--- config.mk ---
export PLATFORM = sky130hd
export DESIGN_NAME = program_map_section_parser
export DESIGN_NICKNAME = d
export VERILOG_FILES = /design/src/sv/pmtsp_pkg.sv /design/src/sv/pmtsp_core.sv /design/src/sv/program_map_section_parser.sv
export SDC_FILE = /design/constraint.sdc
export NUM_CORES = 1
export LEC_CHECK = 0
export BUFFER_PORTS_ARGS = -buffer_cell sky130_fd_sc_hd__clkbuf_2
export CAP_MARGIN = 20
export CORE_AREA = 2 2 123 245
export DETAILED_ROUTE_END_ITERATION = 6
export DIE_AREA = 0 0 125 247
export SLEW_MARGIN = 20
export SYNTH_ARGS = -nofsm -noshare
export SYNTH_HDL_FRONTEND = slang
export SYNTH_SLANG_ARGS = --single-unit
--- constraint.sdc ---
create_clock -name clk -period 11.9 [get_ports clk]
set_input_delay 1.19 -clock clk [delete_from_list [all_inputs] [get_ports clk]]
set_output_delay 1.19 -clock clk [all_outputs]
set_load 0.005 [all_outputs]
--- src/sv/pmtsp_pkg.sv ---
`timescale 1ns / 1ps
// Shared types and constants for the program map section parser.
// Used by pmtsp_core and program_map_section_parser; depends on nothing else.
package pmtsp_pkg;

    // Parser phases of one section.
    typedef enum logic [2:0] {
        PH_IDLE,
        PH_POINTER,
        PH_HEADER,
        PH_PROG_DESC,
        PH_ENTRY,
        PH_ES_DESC,
        PH_CRC
    } phase_t;

    // Result status codes.
    typedef enum logic [1:0] {
        ST_OK          = 2'd0,
        ST_BAD_TABLE   = 2'd1,
        ST_BAD_ZERO    = 2'd2
    } status_t;

    // Configuration register indexes.
    localparam logic REG_TABLE_ID    = 1'b0;
    localparam logic REG_STREAM_TYPE = 1'b1;

    // Section layout constants.
    localparam int HEADER_TAIL_BYTES = 9;
    localparam int ENTRY_BYTES       = 5;
    localparam int CRC_BYTES         = 4;

    localparam int REM_W = 14;
    localparam logic [3:0] HDR_LAST_IDX = 4'd11;
    localparam logic [3:0] ENT_LAST_IDX = 4'(ENTRY_BYTES - 1);
    localparam logic [3:0] CRC_LAST_IDX = 4'(CRC_BYTES - 1);

    localparam logic signed [REM_W-1:0] HDR_TAIL_S = REM_W'(HEADER_TAIL_BYTES);
    localparam logic signed [REM_W-1:0] ENTRY_S    = REM_W'(ENTRY_BYTES);
    localparam logic signed [REM_W-1:0] CRC_S      = REM_W'(CRC_BYTES);

    localparam int OUT_TDATA_W = 96;

    // One summary result.
    typedef struct packed {
        status_t     status;
        logic        syntax_indicator;
        logic [11:0] section_len;
        logic [15:0] program_num;
        logic [4:0]  version;
        logic        current_next;
        logic [7:0]  section_index;
        logic [7:0]  last_section_index;
        logic [12:0] pcr_pid;
        logic [11:0] program_info_len;
        logic        video_found;
        logic [12:0] video_pid;
    } pmtsp_result_t;

endpackage

--- src/sv/pmtsp_core.sv ---
`timescale 1ns / 1ps
// Per-byte section parsing state machine and field capture.
// Depends on pmtsp_pkg; instantiated by program_map_section_parser.
module pmtsp_core (
    input  logic                    clk,
    input  logic                    rst_n,
    input  logic                    step,
    input  logic [7:0]              data_byte,
    input  logic                    section_start,
    input  logic [7:0]              pmt_table_id,
    input  logic [7:0]              wanted_stream_type,
    output logic                    res_valid,
    output pmtsp_pkg::pmtsp_result_t res
);
    import pmtsp_pkg::*;

    phase_t                   phase_reg, phase_next;
    logic [11:0]              skip_reg, skip_next;
    logic signed [REM_W-1:0]  remaining_reg, remaining_next;
    logic [3:0]               idx_reg, idx_next;

    logic                     syntax_reg, syntax_next;
    logic [11:0]              section_len_reg, section_len_next;
    logic [15:0]              program_num_reg, program_num_next;
    logic [4:0]               version_reg, version_next;
    logic                     current_next_reg, current_next_next;
    logic [7:0]               section_index_reg, section_index_next;
    logic [7:0]               last_index_reg, last_index_next;
    logic [12:0]              pcr_pid_reg, pcr_pid_next;
    logic [11:0]              pil_reg, pil_next;

    logic [7:0]               stream_type_reg, stream_type_next;
    logic [12:0]              ent_pid_reg, ent_pid_next;
    logic [11:0]              es_len_reg, es_len_next;

    logic                     found_reg, found_next;
    logic [12:0]              vpid_reg, vpid_next;

    logic [11:0]              skip_dec;
    logic [11:0]              pil_full;
    logic [11:0]              es_full;
    logic                     table_bad;
    logic                     zero_bad;
    logic                     crc_done;
    logic                     more_entries;

    assign skip_dec  = skip_reg - 12'd1;
    assign pil_full  = {pil_reg[11:8], data_byte};
    assign es_full   = {es_len_reg[11:8], data_byte};
    assign table_bad = (phase_reg == PH_HEADER) && (idx_reg == 4'd0)
                       && (data_byte != pmt_table_id);
    assign zero_bad  = (phase_reg == PH_HEADER) && (idx_reg == 4'd1) && data_byte[6];
    assign crc_done  = (phase_reg == PH_CRC) && (idx_reg == CRC_LAST_IDX);
    assign more_entries = (remaining_next > CRC_S);

    // Field capture and counters.
    always_comb
    begin
        skip_next          = skip_reg;
        remaining_next     = remaining_reg;
        idx_next           = idx_reg;
        syntax_next        = syntax_reg;
        section_len_next   = section_len_reg;
        program_num_next   = program_num_reg;
        version_next       = version_reg;
        current_next_next  = current_next_reg;
        section_index_next = section_index_reg;
        last_index_next    = last_index_reg;
        pcr_pid_next       = pcr_pid_reg;
        pil_next           = pil_reg;
        stream_type_next   = stream_type_reg;
        ent_pid_next       = ent_pid_reg;
        es_len_next        = es_len_reg;
        found_next         = found_reg;
        vpid_next          = vpid_reg;

        if (section_start)
        begin
            skip_next          = {4'd0, data_byte};
            remaining_next     = '0;
            idx_next           = '0;
            syntax_next        = 1'b0;
            section_len_next   = '0;
            program_num_next   = '0;
            version_next       = '0;
            current_next_next  = 1'b0;
            section_index_next = '0;
            last_index_next    = '0;
            pcr_pid_next       = '0;
            pil_next           = '0;
            stream_type_next   = '0;
            ent_pid_next       = '0;
            es_len_next        = '0;
            found_next         = 1'b0;
            vpid_next          = '0;
        end
        else
        begin
            case (phase_reg)
                PH_POINTER, PH_PROG_DESC, PH_ES_DESC:
                begin
                    skip_next = skip_dec;
                    if (skip_dec == 12'd0)
                    begin
                        idx_next = '0;
                    end
                end
                PH_HEADER:
                begin
                    if (idx_reg < HDR_LAST_IDX)
                    begin
                        idx_next = idx_reg + 4'd1;
                    end
                    case (idx_reg)
                        4'd0: ;
                        4'd1:
                        begin
                            syntax_next      = data_byte[7];
                            section_len_next = {data_byte[3:0], 8'd0};
                        end
                        4'd2:  section_len_next   = {section_len_reg[11:8], data_byte};
                        4'd3:  program_num_next   = {data_byte, 8'd0};
                        4'd4:  program_num_next   = {program_num_reg[15:8], data_byte};
                        4'd5:
                        begin
                            version_next      = data_byte[5:1];
                            current_next_next = data_byte[0];
                        end
                        4'd6:  section_index_next = data_byte;
                        4'd7:  last_index_next    = data_byte;
                        4'd8:  pcr_pid_next       = {data_byte[4:0], 8'd0};
                        4'd9:  pcr_pid_next       = {pcr_pid_reg[12:8], data_byte};
                        4'd10: pil_next           = {data_byte[3:0], 8'd0};
                        default:
                        begin
                            pil_next       = pil_full;
                            remaining_next = $signed({2'b00, section_len_reg}) - HDR_TAIL_S
                                             - $signed({2'b00, pil_full});
                            skip_next      = pil_full;
                            idx_next       = '0;
                        end
                    endcase
                end
                PH_ENTRY:
                begin
                    idx_next = idx_reg + 4'd1;
                    case (idx_reg)
                        4'd0: stream_type_next = data_byte;
                        4'd1: ent_pid_next     = {data_byte[4:0], 8'd0};
                        4'd2: ent_pid_next     = {ent_pid_reg[12:8], data_byte};
                        4'd3: es_len_next      = {data_byte[3:0], 8'd0};
                        default:
                        begin
                            es_len_next = es_full;
                            if (stream_type_reg == wanted_stream_type)
                            begin
                                found_next = 1'b1;
                                vpid_next  = ent_pid_reg;
                            end
                            remaining_next = remaining_reg - ENTRY_S
                                             - $signed({2'b00, es_full});
                            skip_next      = es_full;
                            idx_next       = '0;
                        end
                    endcase
                end
                PH_CRC:
                begin
                    idx_next = crc_done ? 4'd0 : idx_reg + 4'd1;
                end
                default: ;
            endcase
        end
    end

    // Next phase.
    always_comb
    begin
        phase_next = phase_reg;
        if (section_start)
        begin
            phase_next = (data_byte != 8'd0) ? PH_POINTER : PH_HEADER;
        end
        else
        begin
            unique case (phase_reg)
                PH_IDLE: phase_next = PH_IDLE;
                PH_POINTER:
                begin
                    if (skip_dec == 12'd0)
                    begin
                        phase_next = PH_HEADER;
                    end
                end
                PH_HEADER:
                begin
                    if (table_bad || zero_bad)
                    begin
                        phase_next = PH_IDLE;
                    end
                    else if (idx_reg >= HDR_LAST_IDX)
                    begin
                        if (pil_full != 12'd0)
                        begin
                            phase_next = PH_PROG_DESC;
                        end
                        else
                        begin
                            phase_next = more_entries ? PH_ENTRY : PH_CRC;
                        end
                    end
                end
                PH_PROG_DESC, PH_ES_DESC:
                begin
                    if (skip_dec == 12'd0)
                    begin
                        phase_next = more_entries ? PH_ENTRY : PH_CRC;
                    end
                end
                PH_ENTRY:
                begin
                    if (idx_reg >= ENT_LAST_IDX)
                    begin
                        if (es_full != 12'd0)
                        begin
                            phase_next = PH_ES_DESC;
                        end
                        else
                        begin
                            phase_next = more_entries ? PH_ENTRY : PH_CRC;
                        end
                    end
                end
                PH_CRC:
                begin
                    if (crc_done)
                    begin
                        phase_next = PH_IDLE;
                    end
                end
                default: phase_next = PH_IDLE;
            endcase
        end
    end

    // Result outputs. res_valid says whether the held byte makes a result; the
    // top level decides whether the byte is consumed in this cycle.
    always_comb
    begin
        res       = '0;
        res_valid = !section_start && (table_bad || zero_bad || crc_done);
        if (table_bad)
        begin
            res.status = ST_BAD_TABLE;
        end
        else if (zero_bad)
        begin
            res.status           = ST_BAD_ZERO;
            res.syntax_indicator = data_byte[7];
        end
        else
        begin
            res.status             = ST_OK;
            res.syntax_indicator   = syntax_reg;
            res.section_len        = section_len_reg;
            res.program_num        = program_num_reg;
            res.version            = version_reg;
            res.current_next       = current_next_reg;
            res.section_index      = section_index_reg;
            res.last_section_index = last_index_reg;
            res.pcr_pid            = pcr_pid_reg;
            res.program_info_len   = pil_reg;
            res.video_found        = found_reg;
            res.video_pid          = vpid_reg;
        end
    end

    always_ff @(posedge clk or negedge rst_n)
    begin
        if (!rst_n)
        begin
            phase_reg         <= PH_IDLE;
            skip_reg          <= '0;
            remaining_reg     <= '0;
            idx_reg           <= '0;
            syntax_reg        <= 1'b0;
            section_len_reg   <= '0;
            program_num_reg   <= '0;
            version_reg       <= '0;
            current_next_reg  <= 1'b0;
            section_index_reg <= '0;
            last_index_reg    <= '0;
            pcr_pid_reg       <= '0;
            pil_reg           <= '0;
            stream_type_reg   <= '0;
            ent_pid_reg       <= '0;
            es_len_reg        <= '0;
            found_reg         <= 1'b0;
            vpid_reg          <= '0;
        end
        else if (step)
        begin
            phase_reg         <= phase_next;
            skip_reg          <= skip_next;
            remaining_reg     <= remaining_next;
            idx_reg           <= idx_next;
            syntax_reg        <= syntax_next;
            section_len_reg   <= section_len_next;
            program_num_reg   <= program_num_next;
            version_reg       <= version_next;
            current_next_reg  <= current_next_next;
            section_index_reg <= section_index_next;
            last_index_reg    <= last_index_next;
            pcr_pid_reg       <= pcr_pid_next;
            pil_reg           <= pil_next;
            stream_type_reg   <= stream_type_next;
            ent_pid_reg       <= ent_pid_next;
            es_len_reg        <= es_len_next;
            found_reg         <= found_next;
            vpid_reg          <= vpid_next;
        end
    end

endmodule

--- src/sv/program_map_section_parser.sv ---
`timescale 1ns / 1ps
// Top level of the program map section parser: input register, output register
// and configuration registers around pmtsp_core. Depends on pmtsp_pkg.
//
// Usage:
//   Section bytes enter on the slave stream, one byte per item in s_tdata, with
//   s_tuser high on the pointer field byte that opens a section. A section start
//   in the middle of a section abandons the old one. When the four CRC bytes
//   have passed, or as soon as the table id or the fixed zero bit is wrong, one
//   summary item leaves on the master stream; other bytes produce no item.
//   The configuration port writes the accepted table id (index 0) and the
//   wanted stream type (index 1); write it only while the parser is idle.
// Timing:
//   An accepted byte is held in the input register, is parsed by the
//   per-byte state update, and a summary that it makes lands in the output
//   register, which drives m_tvalid. One byte is taken every cycle unless a
//   new summary has to wait for the full output slot to drain.
// Reset and stalls:
//   Reset empties both registers, returns the parser to idle and loads both
//   configuration registers with 2. While the receiver holds m_tready low with
//   a summary waiting, the next byte is still parsed if it produces no result;
//   the input stalls only when a new summary would need the full output slot.
module program_map_section_parser (
    input  logic        clk,
    input  logic        rst_n,
    // Slave stream.
    input  logic        s_tvalid,
    output logic        s_tready,
    input  logic [7:0]  s_tdata,   // [7:0] data_byte
    input  logic        s_tuser,   // [0] section_start
    // Master stream.
    output logic        m_tvalid,
    input  logic        m_tready,
    // m_tdata from bit 0 up: status[1:0], syntax_indicator[2], section_len[14:3],
    // program_num[30:15], version[35:31], current_next[36], section_index[44:37],
    // last_section_index[52:45], pcr_pid[65:53], program_info_len[77:66],
    // video_found[78], video_pid[91:79], zero fill[95:92].
    output logic [pmtsp_pkg::OUT_TDATA_W-1:0] m_tdata,
    // Configuration write port.
    input  logic        cfg_wr_en,
    input  logic        cfg_addr,
    input  logic [7:0]  cfg_wdata
);
    import pmtsp_pkg::*;

    logic           in_valid_reg, in_valid_next;
    logic [7:0]     in_byte_reg;
    logic           in_start_reg;
    logic           out_valid_reg, out_valid_next;
    pmtsp_result_t  out_res_reg;
    logic [7:0]     table_id_reg;
    logic [7:0]     stream_type_reg;

    logic           advance;
    logic           res_valid;
    pmtsp_result_t  res;

    // The parser consumes the held byte unless it makes a result while the
    // output slot is full and not being drained.
    assign advance  = in_valid_reg && (!out_valid_reg || m_tready || !res_valid);
    assign s_tready = !in_valid_reg || advance;

    assign in_valid_next  = (s_tvalid && s_tready) || (in_valid_reg && !advance);
    assign out_valid_next = (advance && res_valid) ? 1'b1
                          : (m_tready ? 1'b0 : out_valid_reg);

    pmtsp_core u_core (
        .clk                (clk),
        .rst_n              (rst_n),
        .step               (advance),
        .data_byte          (in_byte_reg),
        .section_start      (in_start_reg),
        .pmt_table_id       (table_id_reg),
        .wanted_stream_type (stream_type_reg),
        .res_valid          (res_valid),
        .res                (res)
    );

    always_ff @(posedge clk or negedge rst_n)
    begin
        if (!rst_n)
        begin
            in_valid_reg  <= 1'b0;
            out_valid_reg <= 1'b0;
        end
        else
        begin
            in_valid_reg  <= in_valid_next;
            out_valid_reg <= out_valid_next;
        end
    end

    // Payload registers.
    always_ff @(posedge clk)
    begin
        if (s_tvalid && s_tready)
        begin
            in_byte_reg  <= s_tdata;
            in_start_reg <= s_tuser;
        end
        if (advance && res_valid)
        begin
            out_res_reg <= res;
        end
    end

    // Configuration registers.
    always_ff @(posedge clk or negedge rst_n)
    begin
        if (!rst_n)
        begin
            table_id_reg    <= 8'd2;
            stream_type_reg <= 8'd2;
        end
        else if (cfg_wr_en)
        begin
            unique case (cfg_addr)
                REG_TABLE_ID:    table_id_reg    <= cfg_wdata;
                REG_STREAM_TYPE: stream_type_reg <= cfg_wdata;
                default: ;
            endcase
        end
    end

    assign m_tvalid = out_valid_reg;
    assign m_tdata  = {4'd0,
                       out_res_reg.video_pid,
                       out_res_reg.video_found,
                       out_res_reg.program_info_len,
                       out_res_reg.pcr_pid,
                       out_res_reg.last_section_index,
                       out_res_reg.section_index,
                       out_res_reg.current_next,
                       out_res_reg.version,
                       out_res_reg.program_num,
                       out_res_reg.section_len,
                       out_res_reg.syntax_indicator,
                       out_res_reg.status};

    // A wrong table id summary carries nothing but its status.
    assert property (@(posedge clk) disable iff (!rst_n)
        (m_tvalid && out_res_reg.status == ST_BAD_TABLE) |-> (m_tdata[91:2] == '0))
        else $error("wrong table id summary carries nonzero fields");

    // No matching entry means no elementary PID is reported.
    assert property (@(posedge clk) disable iff (!rst_n)
        (m_tvalid && !out_res_reg.video_found) |-> (out_res_reg.video_pid == '0))
        else $error("video pid reported without a match");

    // The input stalls only behind a full, blocked output slot.
    assert property (@(posedge clk) disable iff (!rst_n)
        !s_tready |-> (in_valid_reg && out_valid_reg && !m_tready && res_valid))
        else $error("input stalled without a blocked result");

    // A result taken into the output slot is never dropped.
    assert property (@(posedge clk) disable iff (!rst_n)
        (advance && res_valid) |=> out_valid_reg)
        else $error("parsed result lost");

endmodule
==> results.yml <==
run_status:
  status: "completed"
setup_path:
  reg2reg_from: "in_byte_reg[1]$_DFFE_PP_"
  crit_path_max_fanout: 94
  critPathKind: "reg -> out"
  r2r_end: "u_core.phase_reg[1]$_DFFE_PN0P_"
  cp.required_ns: 10.71
  endpoint_kind: "output pin"
  worstSetupStartpoint: "in_byte_reg[3]$_DFFE_PP_"
  worstPathArrival_ns: 3.32
  r2r_setup_slack_ns: 8.03
  startpoint_type: "flop"
  endpoint: "s_tready"
  rr_worst_depth: 12
pwr:
  p_leak_nw: 6.40
  max-vdd-ir-drop_uv: 199
  powerDensity_mw_per_mm2: 202
logic_synthesis:
  syn_area_sq_mm: 0.0135
  ys.flop_type: "dfrtp_1"
  synthTopCellsByCount: "dfrtp_1 (164), nand2_1 (123), o21ai_0 (110), edfxtp_1 (101), and2_1 (96)"
  synth_top_family_by_area: "simple AND/OR/NAND/NOR gates"
  synth_edf_count: 101
  synthAdderAreaFrac: 0.0429
  synthTopCellsByArea: "dfrtp_1 (30%), edfxtp_1 (23%), and2_1 (4.5%)"
  synth_compound_area_frac: 0.146
  yosysMostFrequentCell: "dfrtp_1"
  syn_avg_cell_area_sq_um: 10.5
  ys_warn_count: 0
  synth_largest_area_cell: "dfrtp_1"
  synthDistinctLibCells: 77
  yosysSeqAreaShare: 0.534
  synth-xor-area-share: 0.0260
  synth-simple-area-share: 0.161
  muxShareOfSynthArea: 0.0481
  synth_seq_cells: 267
  synth-async-reset-ratio: 0.622
  synth_cells: 1282
  synth_top_area_frac: 0.305
timing:
  rsz0062_at_grt: "no"
  fin_crit_sh: 0.379
  period_needed_ns: 4.51
  final-setup-viol-count: 0
  relSlewSlack: 0.315
  setup_tns_ns: 0
  whs_ns: 0.479
  drv_slew: 0
  fin_worst_skew_ns: 0.0169
  tightestPinTransition_ns: 1.03
  final_hold_viol_count: 0
  fmax_ghz: 0.222
finish:
  fin_util: 0.521
  multi_input_area_sq_mm: 0.00575
  area_delta_synth_final_pct: 12.9
  antennaDiodeCount: 0
  regArea_sq_mm: 0.00719
  drive_gt1_frac: 0.179
  fillerInstances: 2668
  fin_cells: 1757
  largest_reg_flops: 92
  fin_nets: 1441
routing:
  top_layer: "met4"
  first_iter_violations: 785
  num_vias: 10037
  wl_met1_mm: 14.5
  wl_met3_mm: 2.11
  postRouteAntennaNets: 0
  first_pass_iters: 5
  drt_wl_total_mm: 35.5
  routedWlPerCell_um: 20.2
  drt_drc_violations_left: 0
  route.met2.wl_mm: 17.3
  via_per_inst: 5.71
cts:
  root_buffer: "clkbuf_16"
  cts_made_buffers: 26
  cts_tree: "yes"
  htree_num_levels: 1
  clk_latency_ns: 0.55
  clkTransAtPathRegs_ns: 0.07
  cts_buffer_depth: 3
  ctsHoldBuffers: 0
  clock-sinks: 267
  cts_post_setup_buffers_inserted: 0
  post_cts_resized: 0
floorplanning:
  ioPinCount: 121
  die_y_um: 247
  fp.coreArea_sq_mm: 0.0292
  die_w_um: 125
  initial_utilization: 0.462
  die_area_sq_mm: 0.0309
  placement_rows: 89
hold_path:
  min-delay-path-class: "reg -> reg"
global_routing:
  grt_max_degree: 107
  grt-ovfl-total: 0
  grt_pass1_vias: 9993
  grtUsageTotal: 0.229
  grt_pass1_wl_mm: 56.0
  antenna_found_initial: 0
placed_design:
  finalWeightedCongestion: 0.884
  placedCellCount: 1709
  place_hpwl_mm: 25.1
  port_buffers: 116
flow_run:
  cap_violations: 0
==> layer usage <==
layer / GRT usage / vias up
met3: 0.0279 / 79
met1: 0.298 / 4884
li1: - / 4724
met4: 0.101 / 0
met2: 0.384 / 350
met5: 0 / -
==> worst min path at each step <==
stage	endpoint	cells past startpoint	start
after floorplan	u_core.pil_reg[0]$_DFFE_PN0P_	2	u_core.pil_reg[0]$_DFFE_PN0P_
after global placement	u_core.pil_reg[5]$_DFFE_PN0P_	2	u_core.pil_reg[5]$_DFFE_PN0P_
after detailed placement	u_core.pil_reg[6]$_DFFE_PN0P_	2	u_core.pil_reg[6]$_DFFE_PN0P_
after CTS	u_core.pil_reg[6]$_DFFE_PN0P_	2	u_core.pil_reg[6]$_DFFE_PN0P_
after global routing	u_core.pil_reg[2]$_DFFE_PN0P_	2	u_core.pil_reg[2]$_DFFE_PN0P_
final	u_core.pil_reg[2]$_DFFE_PN0P_	2	u_core.pil_reg[2]$_DFFE_PN0P_
==> cells by family (layout without fill, tap and decap cells) <==
logic type / after synthesis / in the layout
and+or+nand+nor: 426 / 426
AOI/OAI and AO/OA: 305 / 305
DFF: 267 / 267
buffers and inverters: 140 / 248
muxes: 58 / 58
adders and majority gates: 45 / 45
xor gates and xnor gates: 40 / 40
other: 1 / 4
==> power breakdown <==
| group | switching (mW) | internal, mW |
|---|---|---|
| Combinational | 0.568 | 0.372 |
| Sequential | 0.143 | 1.15 |
| Clock | 0.360 | 0.483 |
==> layout by cell type (no fill, tap or decap), types with 46 or more instances in the layout <==
cell type and n:
dfrtp_1 164, o21ai_0 109, a21oi_1 46, mux2_2 53
clkbuf_2 115, edfxtp_1 101, nand2_1 123, and2_1 96
inv_1 73, nor2_1 81
==> through the flow <==
step	power (mW)	setup slack (ns)	cell area (sq um)
5_1_grt	3.26	7.11	15200
2_1_floorplan	1.96	5.78	13500
3_5_place_dp	2.24	7.79	14300
4_1_cts	3.09	7.33	15200
3_3_place_gp	2.21	7.90	14300
6_report	3.07	7.39	15200
==> cell type report <==
cell class                      instances  share of cell area
Multi-Input combinational cell        878               0.378
Sequential cell                       267               0.473
Clock inverter                         16              0.0118
Tap cell                              364              0.0299
Clock buffer                           32              0.0456
Timing Repair Buffer                  126              0.0439
Inverter                               74              0.0183
==> critical path, cell delays in order, from the launching register on <==
cell      delay (ns)
edfxtp_1        0.84
xnor2_1         0.20
nand4_1         0.15
o21ba_2         0.28
o21ai_4         0.17
buf_4           0.58
nand2_1         0.10
nand2_1         0.17
nor2_1          0.06
nand2_1         0.09
clkbuf_2        0.12
Power figures use the tool's default switching activity.
